[src/rtl/core/pidaw_pkg.sv]
// shared constants and types for the pid controller with back-calculation anti-windup
`default_nettype none
package pidaw_pkg;

    localparam int DATA_WIDTH_DEF = 32;
    localparam int FRAC_BITS_DEF  = 16;
    localparam int INTEG_W        = 48;
    localparam int WGAIN_W        = 17;
    localparam int TERM_W         = 62;
    localparam int TERM_LIMIT_EXP = 60;
    localparam int CFG_IDX_W      = 3;

    typedef enum logic [CFG_IDX_W-1:0] {
        REG_PROP_GAIN     = 3'd0,
        REG_INTEG_GAIN    = 3'd1,
        REG_DERIV_GAIN    = 3'd2,
        REG_TARGET_VALUE  = 3'd3,
        REG_SAMPLE_PERIOD = 3'd4,
        REG_DRIVE_FLOOR   = 3'd5,
        REG_DRIVE_CEILING = 3'd6,
        REG_WINDUP_GAIN   = 3'd7
    } cfg_reg_t;

    typedef enum logic [2:0] {
        ST_IDLE,
        ST_ERR,
        ST_MSTART,
        ST_MWAIT,
        ST_DWAIT,
        ST_SUM,
        ST_EMIT
    } state_t;

    typedef enum logic [2:0] {
        OP_INC,
        OP_PROP,
        OP_INTEG,
        OP_DERIV,
        OP_CORR
    } op_t;

endpackage
`default_nettype wire

[src/rtl/core/pid_controller_back_calc_antiwindup_unit.sv]
// top level of the pid controller with back-calculation anti-windup
//
// channel   direction  ports                                   role
// cfg       in         cfg_valid/ready, cfg_index, cfg_data    register write
// s_        in         s_valid/ready, s_process_value          process sample
// m_        out        m_valid/ready, m_drive, m_raw_drive,    controller result
//                      m_was_clamped
//
// one sample runs through the bit-serial multiplier (one multiplier bit a cycle,
// five products, four when the sample period is zero) and the restoring divider
// (one quotient bit a cycle over the whole product)
// reset is synchronous, active low; it restores register defaults and clears
// the integral and the previous error
// a new sample is taken only when the sequencer is idle; the result register
// lets the next sample be taken while a result still waits on m_ready
`default_nettype none
module pid_controller_back_calc_antiwindup_unit #(
    parameter int DATA_WIDTH = pidaw_pkg::DATA_WIDTH_DEF,
    parameter int FRAC_BITS  = pidaw_pkg::FRAC_BITS_DEF
) (
    input  wire logic                                aclk,
    input  wire logic                                aresetn,
    input  wire logic                                cfg_valid,
    output logic                                     cfg_ready,
    input  wire logic [pidaw_pkg::CFG_IDX_W-1:0]     cfg_index,
    input  wire logic [DATA_WIDTH-1:0]               cfg_data,
    input  wire logic                                s_valid,
    output logic                                     s_ready,
    input  wire logic signed [DATA_WIDTH-1:0]        s_process_value,
    output logic                                     m_valid,
    input  wire logic                                m_ready,
    output logic signed [DATA_WIDTH-1:0]             m_drive,
    output logic signed [DATA_WIDTH-1:0]             m_raw_drive,
    output logic                                     m_was_clamped
);
    import pidaw_pkg::*;

    localparam int DW = DATA_WIDTH;
    localparam int AW = (INTEG_W > DW + 1) ? INTEG_W : DW + 1;
    localparam int BW = (DW > WGAIN_W) ? DW : WGAIN_W;
    localparam int PW = AW + BW;
    localparam int SW = TERM_W + 2;

    // register defaults
    localparam logic signed [DW-1:0] PROP_RST   = DW'(1) << FRAC_BITS;
    localparam logic signed [DW-1:0] CEIL_RST   = DW'(100) << FRAC_BITS;
    localparam logic [DW-2:0]        PERIOD_RST = (DW-1)'(1) << FRAC_BITS;
    localparam logic [WGAIN_W-1:0]   WGAIN_RST  =
        WGAIN_W'((2 ** (FRAC_BITS + 1) + 10) / 20);

    // saturation bounds
    localparam logic [PW-1:0]        LIMIT_P = PW'(1) << TERM_LIMIT_EXP;
    localparam logic signed [SW-1:0] IMAX_S  = SW'($signed({1'b0, {(INTEG_W-1){1'b1}}}));
    localparam logic signed [SW-1:0] IMIN_S  = SW'($signed({1'b1, {(INTEG_W-1){1'b0}}}));
    localparam logic signed [SW-1:0] DMAX_S  = SW'($signed({1'b0, {(DW-1){1'b1}}}));
    localparam logic signed [SW-1:0] DMIN_S  = SW'($signed({1'b1, {(DW-1){1'b0}}}));

    // configuration registers
    logic signed [DW-1:0] kp_reg, ki_reg, kd_reg, sp_reg, lo_reg, hi_reg;
    logic [DW-2:0]        dt_reg;
    logic [WGAIN_W-1:0]   aw_reg;

    // sequencer and datapath
    state_t state_reg, state_next;
    op_t    op_reg, op_next;
    logic   neg_reg;

    logic signed [DW-1:0]      err_reg, prev_err_reg, raw_reg, drv_reg;
    logic signed [DW:0]        diff_reg;
    logic signed [INTEG_W-1:0] integ_reg;
    logic signed [TERM_W-1:0]  pterm_reg, iterm_reg, dterm_reg;

    logic                 m_valid_reg;
    logic signed [DW-1:0] m_drive_reg, m_raw_reg;
    logic                 m_clamp_reg;

    // control
    logic take_in, mul_start, div_start, emit;

    // arithmetic nets
    logic signed [DW:0]        err_wide;
    logic signed [DW-1:0]      err_sat;
    logic signed [DW:0]        corr_in;
    logic signed [AW-1:0]      a_sig;
    logic signed [BW:0]        b_sig;
    logic [AW-1:0]             a_mag;
    logic [BW-1:0]             b_mag;
    logic                      mul_done, div_done;
    logic [PW-1:0]             prod, quo;
    logic [PW-1:0]             prod_shift, frac_mag, quo_mag;
    logic signed [TERM_W-1:0]  frac_term, quo_term;
    logic signed [SW-1:0]      integ_add;
    logic signed [INTEG_W-1:0] integ_sat;
    logic signed [SW-1:0]      sum3;
    logic signed [DW-1:0]      raw_sat;
    logic signed [DW-1:0]      drv_hi, drv_c;

    // register writes, always accepted
    assign cfg_ready = 1'b1;

    always_ff @(posedge aclk) begin
        if (!aresetn) begin
            kp_reg <= PROP_RST;
            ki_reg <= '0;
            kd_reg <= '0;
            sp_reg <= '0;
            dt_reg <= PERIOD_RST;
            lo_reg <= '0;
            hi_reg <= CEIL_RST;
            aw_reg <= WGAIN_RST;
        end else if (cfg_valid) begin
            unique case (cfg_reg_t'(cfg_index))
                REG_PROP_GAIN:     kp_reg <= cfg_data;
                REG_INTEG_GAIN:    ki_reg <= cfg_data;
                REG_DERIV_GAIN:    kd_reg <= cfg_data;
                REG_TARGET_VALUE:  sp_reg <= cfg_data;
                REG_SAMPLE_PERIOD: dt_reg <= cfg_data[DW-2:0];
                REG_DRIVE_FLOOR:   lo_reg <= cfg_data;
                REG_DRIVE_CEILING: hi_reg <= cfg_data;
                REG_WINDUP_GAIN:   aw_reg <= WGAIN_W'(cfg_data);
                default:           kp_reg <= kp_reg;
            endcase
        end
    end

    // error = setpoint - sample, saturated to data width
    assign err_wide = (DW+1)'(sp_reg) - (DW+1)'(s_process_value);

    always_comb begin
        if (err_wide[DW] != err_wide[DW-1]) begin
            err_sat = err_wide[DW] ? {1'b1, {(DW-1){1'b0}}} : {1'b0, {(DW-1){1'b1}}};
        end else begin
            err_sat = err_wide[DW-1:0];
        end
    end

    // back-calculation difference, clamped minus raw
    assign corr_in = (DW+1)'(drv_reg) - (DW+1)'(raw_reg);

    // operand select for the shared multiplier
    always_comb begin
        case (op_reg)
            OP_INC: begin
                a_sig = AW'(err_reg);
                b_sig = $signed((BW+1)'(dt_reg));
            end
            OP_PROP: begin
                a_sig = AW'(err_reg);
                b_sig = (BW+1)'(kp_reg);
            end
            OP_INTEG: begin
                a_sig = AW'(integ_reg);
                b_sig = (BW+1)'(ki_reg);
            end
            OP_DERIV: begin
                a_sig = AW'(diff_reg);
                b_sig = (BW+1)'(kd_reg);
            end
            OP_CORR: begin
                a_sig = AW'(corr_in);
                b_sig = $signed((BW+1)'(aw_reg));
            end
            default: begin
                a_sig = '0;
                b_sig = '0;
            end
        endcase
    end

    assign a_mag = a_sig[AW-1] ? AW'(-a_sig) : AW'(a_sig);
    assign b_mag = b_sig[BW] ? BW'(-b_sig) : BW'(b_sig);

    pidaw_mul #(
        .AW (AW),
        .BW (BW)
    ) u_mul (
        .aclk    (aclk),
        .aresetn (aresetn),
        .start   (mul_start),
        .a_mag   (a_mag),
        .b_mag   (b_mag),
        .done    (mul_done),
        .product (prod)
    );

    pidaw_div #(
        .PW (PW),
        .RW (DW - 1)
    ) u_div (
        .aclk     (aclk),
        .aresetn  (aresetn),
        .start    (div_start),
        .dividend (prod),
        .divisor  (dt_reg),
        .done     (div_done),
        .quotient (quo)
    );

    // fractional product: drop fraction bits toward zero, limit magnitude
    assign prod_shift = prod >> FRAC_BITS;
    assign frac_mag   = (prod_shift > LIMIT_P) ? LIMIT_P : prod_shift;
    assign frac_term  = neg_reg ? -$signed(TERM_W'(frac_mag)) : $signed(TERM_W'(frac_mag));

    // derivative quotient, same limit
    assign quo_mag  = (quo > LIMIT_P) ? LIMIT_P : quo;
    assign quo_term = neg_reg ? -$signed(TERM_W'(quo_mag)) : $signed(TERM_W'(quo_mag));

    // saturating integral update
    assign integ_add = SW'(integ_reg) + SW'(frac_term);

    always_comb begin
        if (integ_add > IMAX_S) begin
            integ_sat = IMAX_S[INTEG_W-1:0];
        end else if (integ_add < IMIN_S) begin
            integ_sat = IMIN_S[INTEG_W-1:0];
        end else begin
            integ_sat = integ_add[INTEG_W-1:0];
        end
    end

    // three-term sum, saturated to data width
    assign sum3 = SW'(pterm_reg) + SW'(iterm_reg) + SW'(dterm_reg);

    always_comb begin
        if (sum3 > DMAX_S) begin
            raw_sat = DMAX_S[DW-1:0];
        end else if (sum3 < DMIN_S) begin
            raw_sat = DMIN_S[DW-1:0];
        end else begin
            raw_sat = sum3[DW-1:0];
        end
    end

    // ceiling first, then floor, so floor wins when the limits cross
    assign drv_hi = (raw_reg > hi_reg) ? hi_reg : raw_reg;
    assign drv_c  = (drv_hi < lo_reg) ? lo_reg : drv_hi;

    // next state
    always_comb begin
        state_next = state_reg;
        op_next    = op_reg;
        unique case (state_reg)
            ST_IDLE: begin
                if (s_valid) begin
                    state_next = ST_ERR;
                    op_next    = OP_INC;
                end
            end
            ST_ERR: state_next = ST_MSTART;
            ST_MSTART: state_next = ST_MWAIT;
            ST_MWAIT: begin
                if (mul_done) begin
                    case (op_reg)
                        OP_INC: begin
                            state_next = ST_MSTART;
                            op_next    = OP_PROP;
                        end
                        OP_PROP: begin
                            state_next = ST_MSTART;
                            op_next    = OP_INTEG;
                        end
                        OP_INTEG: begin
                            // zero period leaves the derivative term at zero
                            state_next = (dt_reg != '0) ? ST_MSTART : ST_SUM;
                            op_next    = OP_DERIV;
                        end
                        OP_DERIV: state_next = ST_DWAIT;
                        OP_CORR:  state_next = ST_IDLE;
                        default:  state_next = ST_IDLE;
                    endcase
                end
            end
            ST_DWAIT: begin
                if (div_done) begin
                    state_next = ST_SUM;
                end
            end
            ST_SUM: state_next = ST_EMIT;
            ST_EMIT: begin
                if (!m_valid_reg || m_ready) begin
                    state_next = ST_MSTART;
                    op_next    = OP_CORR;
                end
            end
            default: state_next = ST_IDLE;
        endcase
    end

    // control outputs
    always_comb begin
        take_in   = 1'b0;
        mul_start = 1'b0;
        div_start = 1'b0;
        emit      = 1'b0;
        unique case (state_reg)
            ST_IDLE:   take_in   = s_valid;
            ST_MSTART: mul_start = 1'b1;
            ST_MWAIT:  div_start = mul_done && (op_reg == OP_DERIV);
            ST_EMIT:   emit      = !m_valid_reg || m_ready;
            default: begin
                take_in = 1'b0;
            end
        endcase
    end

    assign s_ready = (state_reg == ST_IDLE);

    // control state and loop state
    always_ff @(posedge aclk) begin
        if (!aresetn) begin
            state_reg    <= ST_IDLE;
            op_reg       <= OP_INC;
            m_valid_reg  <= 1'b0;
            integ_reg    <= '0;
            prev_err_reg <= '0;
        end else begin
            state_reg <= state_next;
            op_reg    <= op_next;
            if (emit) begin
                m_valid_reg <= 1'b1;
            end else if (m_ready) begin
                m_valid_reg <= 1'b0;
            end
            if (state_reg == ST_MWAIT && mul_done) begin
                if (op_reg == OP_INC || op_reg == OP_CORR) begin
                    integ_reg <= integ_sat;
                end
                if (op_reg == OP_CORR) begin
                    prev_err_reg <= err_reg;
                end
            end
        end
    end

    // payload registers
    always_ff @(posedge aclk) begin
        if (take_in) begin
            err_reg <= err_sat;
        end
        if (state_reg == ST_ERR) begin
            diff_reg <= (DW+1)'(err_reg) - (DW+1)'(prev_err_reg);
        end
        if (mul_start) begin
            neg_reg <= a_sig[AW-1] ^ b_sig[BW];
        end
        if (state_reg == ST_MWAIT && mul_done) begin
            case (op_reg)
                OP_PROP:  pterm_reg <= frac_term;
                OP_INTEG: begin
                    iterm_reg <= frac_term;
                    dterm_reg <= '0;
                end
                default:  pterm_reg <= pterm_reg;
            endcase
        end
        if (state_reg == ST_DWAIT && div_done) begin
            dterm_reg <= quo_term;
        end
        if (state_reg == ST_SUM) begin
            raw_reg <= raw_sat;
        end
        if (emit) begin
            drv_reg     <= drv_c;
            m_drive_reg <= drv_c;
            m_raw_reg   <= raw_reg;
            m_clamp_reg <= (drv_c != raw_reg);
        end
    end

    assign m_valid       = m_valid_reg;
    assign m_drive       = m_drive_reg;
    assign m_raw_drive   = m_raw_reg;
    assign m_was_clamped = m_clamp_reg;

endmodule
`default_nettype wire

[src/rtl/core/pidaw_mul.sv]
// bit-serial shift-add multiplier for unsigned magnitudes
`default_nettype none
module pidaw_mul #(
    parameter int AW = 48,
    parameter int BW = 32
) (
    input  wire logic             aclk,
    input  wire logic             aresetn,
    input  wire logic             start,
    input  wire logic [AW-1:0]    a_mag,
    input  wire logic [BW-1:0]    b_mag,
    output logic                  done,
    output logic [AW+BW-1:0]      product
);
    import pidaw_pkg::*;

    localparam int CW = (BW > 1) ? $clog2(BW) : 1;

    logic [AW-1:0] a_reg;
    logic [AW-1:0] hi_reg;
    logic [BW-1:0] lo_reg;
    logic [CW-1:0] cnt_reg;
    logic          busy_reg;
    logic          done_reg;
    logic [AW:0]   sum;

    // one multiplier bit per cycle
    assign sum = {1'b0, hi_reg} + (lo_reg[0] ? {1'b0, a_reg} : {(AW+1){1'b0}});

    always_ff @(posedge aclk) begin
        if (!aresetn) begin
            busy_reg <= 1'b0;
            done_reg <= 1'b0;
            cnt_reg  <= '0;
        end else begin
            done_reg <= 1'b0;
            if (start) begin
                busy_reg <= 1'b1;
                cnt_reg  <= '0;
            end else if (busy_reg) begin
                cnt_reg <= cnt_reg + CW'(1);
                if (cnt_reg == CW'(BW - 1)) begin
                    busy_reg <= 1'b0;
                    done_reg <= 1'b1;
                end
            end
        end
    end

    always_ff @(posedge aclk) begin
        if (start) begin
            a_reg  <= a_mag;
            hi_reg <= '0;
            lo_reg <= b_mag;
        end else if (busy_reg) begin
            hi_reg <= sum[AW:1];
            lo_reg <= {sum[0], lo_reg[BW-1:1]};
        end
    end

    assign done    = done_reg;
    assign product = {hi_reg, lo_reg};

endmodule
`default_nettype wire

[src/rtl/core/pidaw_div.sv]
// restoring divider, one quotient bit per cycle
`default_nettype none
module pidaw_div #(
    parameter int PW = 80,
    parameter int RW = 31
) (
    input  wire logic          aclk,
    input  wire logic          aresetn,
    input  wire logic          start,
    input  wire logic [PW-1:0] dividend,
    input  wire logic [RW-1:0] divisor,
    output logic               done,
    output logic [PW-1:0]      quotient
);
    import pidaw_pkg::*;

    localparam int CW = $clog2(PW);

    logic [PW-1:0] dvd_reg;
    logic [RW-1:0] rem_reg;
    logic [RW-1:0] dsr_reg;
    logic [CW-1:0] cnt_reg;
    logic          busy_reg;
    logic          done_reg;
    logic [RW:0]   shifted;
    logic [RW+1:0] trial;
    logic          ge;

    assign shifted = {rem_reg, dvd_reg[PW-1]};
    assign trial   = {1'b0, shifted} - {2'b00, dsr_reg};
    assign ge      = !trial[RW+1];

    always_ff @(posedge aclk) begin
        if (!aresetn) begin
            busy_reg <= 1'b0;
            done_reg <= 1'b0;
            cnt_reg  <= '0;
        end else begin
            done_reg <= 1'b0;
            if (start) begin
                busy_reg <= 1'b1;
                cnt_reg  <= '0;
            end else if (busy_reg) begin
                cnt_reg <= cnt_reg + CW'(1);
                if (cnt_reg == CW'(PW - 1)) begin
                    busy_reg <= 1'b0;
                    done_reg <= 1'b1;
                end
            end
        end
    end

    // quotient bits shift in where dividend bits leave
    always_ff @(posedge aclk) begin
        if (start) begin
            dvd_reg <= dividend;
            rem_reg <= '0;
            dsr_reg <= divisor;
        end else if (busy_reg) begin
            dvd_reg <= {dvd_reg[PW-2:0], ge};
            rem_reg <= ge ? trial[RW-1:0] : shifted[RW-1:0];
        end
    end

    assign done     = done_reg;
    assign quotient = dvd_reg;

endmodule
`default_nettype wire

[config.mk]
export PLATFORM = sky130hd
export DESIGN_NAME = pid_controller_back_calc_antiwindup_unit
export DESIGN_NICKNAME = d
export VERILOG_FILES = /design/src/rtl/core/pidaw_pkg.sv /design/src/rtl/core/pid_controller_back_calc_antiwindup_unit.sv /design/src/rtl/core/pidaw_mul.sv /design/src/rtl/core/pidaw_div.sv
export SDC_FILE = /design/constraint.sdc
export NUM_CORES = 2
export LEC_CHECK = 0
export ABC_AREA = 1
export BUFFER_PORTS_ARGS = -buffer_cell sky130_fd_sc_hd__buf_4
export CAP_MARGIN = 0
export CORE_MARGIN = 1.5
export CORE_UTILIZATION = 45
export CTS_CLUSTER_DIAMETER = 40
export DETAILED_ROUTE_END_ITERATION = 16
export GPL_TIMING_DRIVEN = 0
export SYNTH_ARGS = -nofsm -noshare
export SYNTH_HDL_FRONTEND = slang
export SYNTH_HIERARCHICAL = 1
export SYNTH_SLANG_ARGS = --single-unit
[constraint.sdc]
create_clock -name aclk -period 8.2 [get_ports aclk]
set_clock_uncertainty 0.1 [all_clocks]
set_input_delay 1.64 -clock aclk [delete_from_list [all_inputs] [get_ports aclk]]
set_output_delay 1.64 -clock aclk [all_outputs]
set_load 0.005 [all_outputs]
After elaboration in Yosys (flattened, before gate mapping)
Cells that the tools add are included.

$add $sub $neg: 14. Bitwise gates (word level): 4. Eq/ne operators: 26. Muxes and demuxes: 50. $lt $le $gt $ge: 8. Reduce and logical (&&, ||, !) cells: 37.

Operators by type and width (number): two-way mux 62 bit (7); two-way mux 32 bit (8); one-hot mux 48 bit (4 select lines) (1); one-hot mux 33 bit (5 select lines) (1); two-way mux 80 bit (2); two-way mux 48 bit (3); negator 62 bit (2); subtractor 32 x 32 -> 33 bit (3); greater-than comparator 80 x 61 -> 1 bit, second input constant (1); adder 63 x 62 -> 64 bit (1); greater-than comparator 64 x 32 -> 1 bit, second input constant (1); greater-than comparator 64 x 61 -> 1 bit, second input constant (1); less-than comparator 64 x 32 -> 1 bit, second input constant (1); adder 48 x 62 -> 63 bit (1); adder 62 x 62 -> 63 bit (1); greater-than comparator 63 x 48 -> 1 bit, second input constant (1); less-than comparator 63 x 48 -> 1 bit, second input constant (1); adder 48 x 48 -> 49 bit (1); negator 48 bit (1); two-way mux 47 bit (1); subtractor 32 x 31 -> 33 bit (1); greater-than comparator 32 bit (1); less-than comparator 32 bit (1); != test 32 bit (1); other kinds (31) (96).

Output and inout port bits: 68. Flip-flop bits (word level): 962. Word-level logic and storage cells: 175.

Longest topological paths before layout
Depth in word-level cells: 8. Gate-level depth with buffers: 44. Gate-level depth less buffers: 41.

Modules after synthesis
The synthesis kept the hierarchy.

Modules (own cells, without submodules): pid_controller_back_calc_antiwindup_unit (cells each 6468, seq. area each 17026.3 um^2, times used 1, area each 48315.1 um^2); pidaw_mul (cells each 1439, seq. area each 3503.4 um^2, times used 1, area each 9437.8 um^2); pidaw_div (cells each 1189, seq. area each 4134.0 um^2, times used 1, area each 8834.7 um^2).

Worst setup path after synthesis
No wires, ideal clock.

Kind: register to register. From: register op_reg[2]. To: register u_div.dvd_reg[0], in the netlist u_div/quotient[0] (enable). Path slack: 1.733 ns. Setup time: 0.476 ns. Arrival: 5.891 ns. Cell stages (with the launch flop): 11. Buffers on the path: 5. Cells stage by stage: dfxtp_1 buf_4 nor3_2 inv_1 buf_2 buf_1 nor2_1 buf_2 nor2_1 inv_1 clkbuf_1.

Cells in the longest elaborated chain, start to end: 4.

Ends and longest elaborated chain: from (decl) (RTL line pid_controller_back_calc_antiwindup_unit.sv:65) `op_t op_reg, op_next;`; from (signal assigned) (RTL line pid_controller_back_calc_antiwindup_unit.sv:318) `op_reg <= op_next;`; == test 3 x 2 -> 1 bit (RTL line pid_controller_back_calc_antiwindup_unit.sv:298) `ST_MWAIT: div_start = mul_done && (op_reg == OP_DERIV);`; logical AND 1 bit (RTL line pid_controller_back_calc_antiwindup_unit.sv:298); two-way mux 1 bit (RTL line pid_controller_back_calc_antiwindup_unit.sv:295) `unique case (state_reg)`; via div_start (RTL line pid_controller_back_calc_antiwindup_unit.sv:78) `logic take_in, mul_start, div_start, emit;`; nonzero test 2 bit (no source line); to (signal assigned) (RTL line pidaw_div.sv:56) `dvd_reg <= dividend;`; to (signal assigned) (RTL line pidaw_div.sv:60) `dvd_reg <= {dvd_reg[PW-2:0], ge};`; to (decl) (RTL line pidaw_div.sv:19) `logic [PW-1:0] dvd_reg;`.

The timed path passes the listed nets, and every way through them passes these cells. A chain may end at the register's enable or synchronous reset.

Worst setup path in the final report
From: register u_mul.lo_reg[17]. To: register integ_reg[44].

Cells in the longest elaborated chain, start to end: 8.

Ends and longest elaborated chain: from (decl) (RTL line pidaw_mul.sv:21) `logic [BW-1:0] lo_reg;`; from (signal assigned) (RTL line pidaw_mul.sv:54) `lo_reg <= b_mag;`; from (signal assigned) (RTL line pidaw_mul.sv:57) `lo_reg <= {sum[0], lo_reg[BW-1:1]};`; greater-than comparator 64 x 61 -> 1 bit (*) (RTL line pid_controller_back_calc_antiwindup_unit.sv:201) `assign frac_mag = (prod_shift > LIMIT_P) ? LIMIT_P : prod_shift;`; two-way mux 62 bit (*) (RTL line pid_controller_back_calc_antiwindup_unit.sv:201); via frac_mag[0] (RTL line pid_controller_back_calc_antiwindup_unit.sv:90) `logic [PW-1:0] prod_shift, frac_mag, quo_mag;`; negator 62 bit (*) (RTL line pid_controller_back_calc_antiwindup_unit.sv:202) `assign frac_term = neg_reg ? -$signed(TERM_W'(frac_mag)) : $signed(TERM_W'(frac_mag));`; two-way mux 62 bit (*) (RTL line pid_controller_back_calc_antiwindup_unit.sv:202); via frac_term[40] (RTL line pid_controller_back_calc_antiwindup_unit.sv:91) `logic signed [TERM_W-1:0] frac_term, quo_term;`; adder 48 x 62 -> 63 bit (*) (RTL line pid_controller_back_calc_antiwindup_unit.sv:209) `assign integ_add = SW'(integ_reg) + SW'(frac_term);`; less-than comparator 63 x 48 -> 1 bit (RTL line pid_controller_back_calc_antiwindup_unit.sv:214) `end else if (integ_add < IMIN_S) begin`; two-way mux 48 bit (RTL line pid_controller_back_calc_antiwindup_unit.sv:214); two-way mux 48 bit (*) (RTL line pid_controller_back_calc_antiwindup_unit.sv:212) `if (integ_add > IMAX_S) begin`; to (signal assigned) (RTL line pid_controller_back_calc_antiwindup_unit.sv:326) `integ_reg <= integ_sat;`; to (decl) (RTL line pid_controller_back_calc_antiwindup_unit.sv:70) `logic signed [INTEG_W-1:0] integ_reg;`.

The timed path passes the listed nets; every way through them passes the cells marked *.

==> impl_results.md <==
- Port bufs: between 100 and 150
- TNS Setup: 0 ns
- Yosys warning count: 6
- Pwr dens: roughly 250 mW/mm²
- GRT met2 Usage: 50.7%
- Core Region: roughly 0.15 mm²
- Clock-pin slew on the worst setup and hold paths: ~0.06 ns
- Synth top area share: around a quarter
- First-pass GRT wire length: between 300,000 and 400,000 µm
- DPL Wire Length: between 200,000 and 250,000 µm
- Residual DRC: 0
- Crit path from: u_mul/lo_reg[17]
- Max-cap check violation count: 1
- Hold_ws: around 0.35 ns
- Fill count: about 14,000
- Vias per cell: between 5 and 6
- Num CTS Buffers: around 160
- Synth cell types: between 80 and 90
- Placed cells: approximately 11,000
- Htree depth: 4
- Kind of critical path: register to register
- CP Capture Type: register
- Most frequent cells in the layout: nand2_1, inv_1, nor2_1
- GP Congestion: between 0.9 and 1
- Failing checks: capacitance limit, slew limit
- CP Launch Type: register
- Worst path slowest cell: nor2_1
- Most numerous cell on the critical path: nand2_1
- Die area: between 0.15 and 0.2 mm²
- Syn_nets: approximately 9,600
- Leading area contributor after synthesis: edfxtp_1
- Nets: around 10,000
- Hold Crit Start: kd_reg[5]
- I/O pin cnt: 140
- Vias in the first global route: slightly below 60,000
- GRT Util Overall: 33.2%
- Commonest non-fill, non-tap cell in the layout: nand2_1
- R2R setup slack: about 0.40 ns
- Status: finished with violations
- Tmin final: 7.80 ns
- Highest clock rate: ~130 MHz
- WL/cell: 22.2 µm
- CTS tree: yes
- Max Fanout on Critical Path: 10
- Crit path largest cell delay: 0.59 ns
- Mapped Cells: roughly 9,100
- # setup viols final: 0
- Worst-Skew Late Latency: approximately 0.82 ns
- Mean Syn Cell Area: roughly 7.3 µm²
- Overflow after GRT: 0
- GR Layer Usage met3: 6.30%
- Hold_buf cts: 0
- Drt pass-1 iters: 9
- Final Cycle Share: a little over nine tenths
- Vias: between 60,000 and 70,000
- Worst setup margin: 0.398 ns
- Routed wire length: 255,000 µm
- RR Endpoint: integ_reg[44]
- Path depth of the worst reg2reg path: 37
- Final core utilization: between 50% and 60%
- Syn Std Cell Area: 0.0666 mm²
- Critical Path AT: around 8.4 ns
- Worst vdd ir: 0.000183 V
- Synth top area cells: edfxtp_1, nand2_1, dfxtp_1
- Lkg Pwr: between 30 and 40 nW
- Max reg flops: 80
- Worst slack at placement: -0.471 ns
- Routed Antenna Nets: 0
- Met1 usage in global routing: around 46%
- Proportion of layout cells with a drive suffix above 1: 8.67%
- Synth Flop Type: edfxtp_1
- Initial DRC Count: 6,493
- Seq cells post-synth: 962
- Hold path cells: 2
- Die height: about 390 µm
- Worst Tran Pin Value: 1.55 ns
- Post-synth EDFFs: 540
- Synth async-reset ratio: 0%
- Worst Hold Class: register to register
- Maximum number of pins on one net before global-route repair: between 60 and 70
- Reg-to-Reg Start: u_mul/lo_reg[17]
- Sequential area share after synthesis: approximately 37%
- P&R area growth vs syn: 14.7%
- Initial Util: between 40% and 50%
- Max clock buf depth: 3
- Non-filler cells, final: between 10,000 and 15,000
- Clk root buf: clkbuf_16
- Max-slew headroom: -4.56%
- Initial antenna violation count: 14
- Sinks on the clock net: ~960
- Die width: 388 µm
- Row count: between 100 and 150
- Required time of the critical path: a little under 9 ns
- Final Max Slew Viols: 2
- Worst Setup EP: integ_reg[44]
- Final hold viol count: 0
- GR peak layer: met2
worst min-delay path by stage:
stage	end
6_report	kd_reg[5]
5_1_grt	kp_reg[0]
4_1_cts	kd_reg[6]
3_5_place_dp	kd_reg[14]
3_3_place_gp	kd_reg[6]
2_1_floorplan	aw_reg[1]
final cells by class:
class	count	area (µm²)	share of cell area, %
Antenna cell	9	22.5	0.0295
Buffer	262	1250	1.64
Clock buffer	186	4300	5.63
Clock inverter	114	1540	2.02
Inverter	1357	5100	6.67
Multi-Input combinational cell	6515	35800	46.8
Sequential cell	962	24700	32.3
Tap cell	1917	2400	3.14
Timing Repair Buffer	155	1340	1.76
what timing repair did:
| item | in CTS | in global routing |
|---|---|---|
| setup buffers | 0 | 3 |
| gates resized for setup | 7 | 13 |
| pin swaps | 0 | 3 |
| setup endpoints to repair | 47 | 47 |
synthesized netlist by cell type, drive strengths merged, types with 7 or more instances:
cell / n
inv: 1348
xor2: 197
clkinv: 9
a22o: 7
nor2: 984
dfxtp: 422
o221ai: 14
clkbuf: 167
o31ai: 13
xnor2: 135
o2111ai: 7
a21oi: 693
buf: 95
o211ai: 24
a21boi: 20
o21ai: 672
o22ai: 19
edfxtp: 540
o21a: 29
nand2: 2408
and2: 7
fa: 69
nor3: 111
o21bai: 16
a21o: 13
or2: 25
ha: 369
a31oi: 72
a211oi: 13
nor3b: 7
nand4: 103
nor4: 59
nand3b: 26
and3: 11
a221oi: 38
nand3: 334
per-stage QoR:
step                      instance area, µm²  total power [W]
final                                  76400           0.0191
after CTS                              76300           0.0189
after detailed placement               70400           0.0117
after global placement                 70000           0.0116
after floorplan                        66600          0.00959
after global routing                   76400           0.0199
layer usage:
layer	vias up	wire, µm
li1	30500	-
met1	29700	113000
met2	2540	110000
met3	492	21800
met4	8	10400
met5	-	47
cells by family (layout without fill, tap and decap cells):
family / count (synthesis) / count (layout) / synth area share (%)
XOR/XNOR: 332 / 332 / 4.37
adder cells (fa/ha/maj): 438 / 438 / 9.01
AND/OR/NAND/NOR: 4077 / 4077 / 25.7
other: 1 / 10 / 0.00563
AO/OA/AOI/OAI: 1667 / 1667 / 14.4
flip-flops: 962 / 962 / 37.0
buffers and inverters: 1619 / 2074 / 9.52
power breakdown:
group / internal (W) / switching (W)
sequential: 0.00559 / 0.000544
clock: 0.00455 / 0.00270
combinational: 0.00168 / 0.00403
worst max-delay path: cells and delay by family (launching register included):
family                   cells  cell delay [ns]
flip-flops                   1             0.47
adder cells (fa/ha/maj)      2             0.64
buffers and inverters        5             0.87
AO/OA/AOI/OAI                6             1.19
AND/OR/NAND/NOR             22             3.80
XOR/XNOR                     2             0.60
Power figures use the tool's default switching activity.
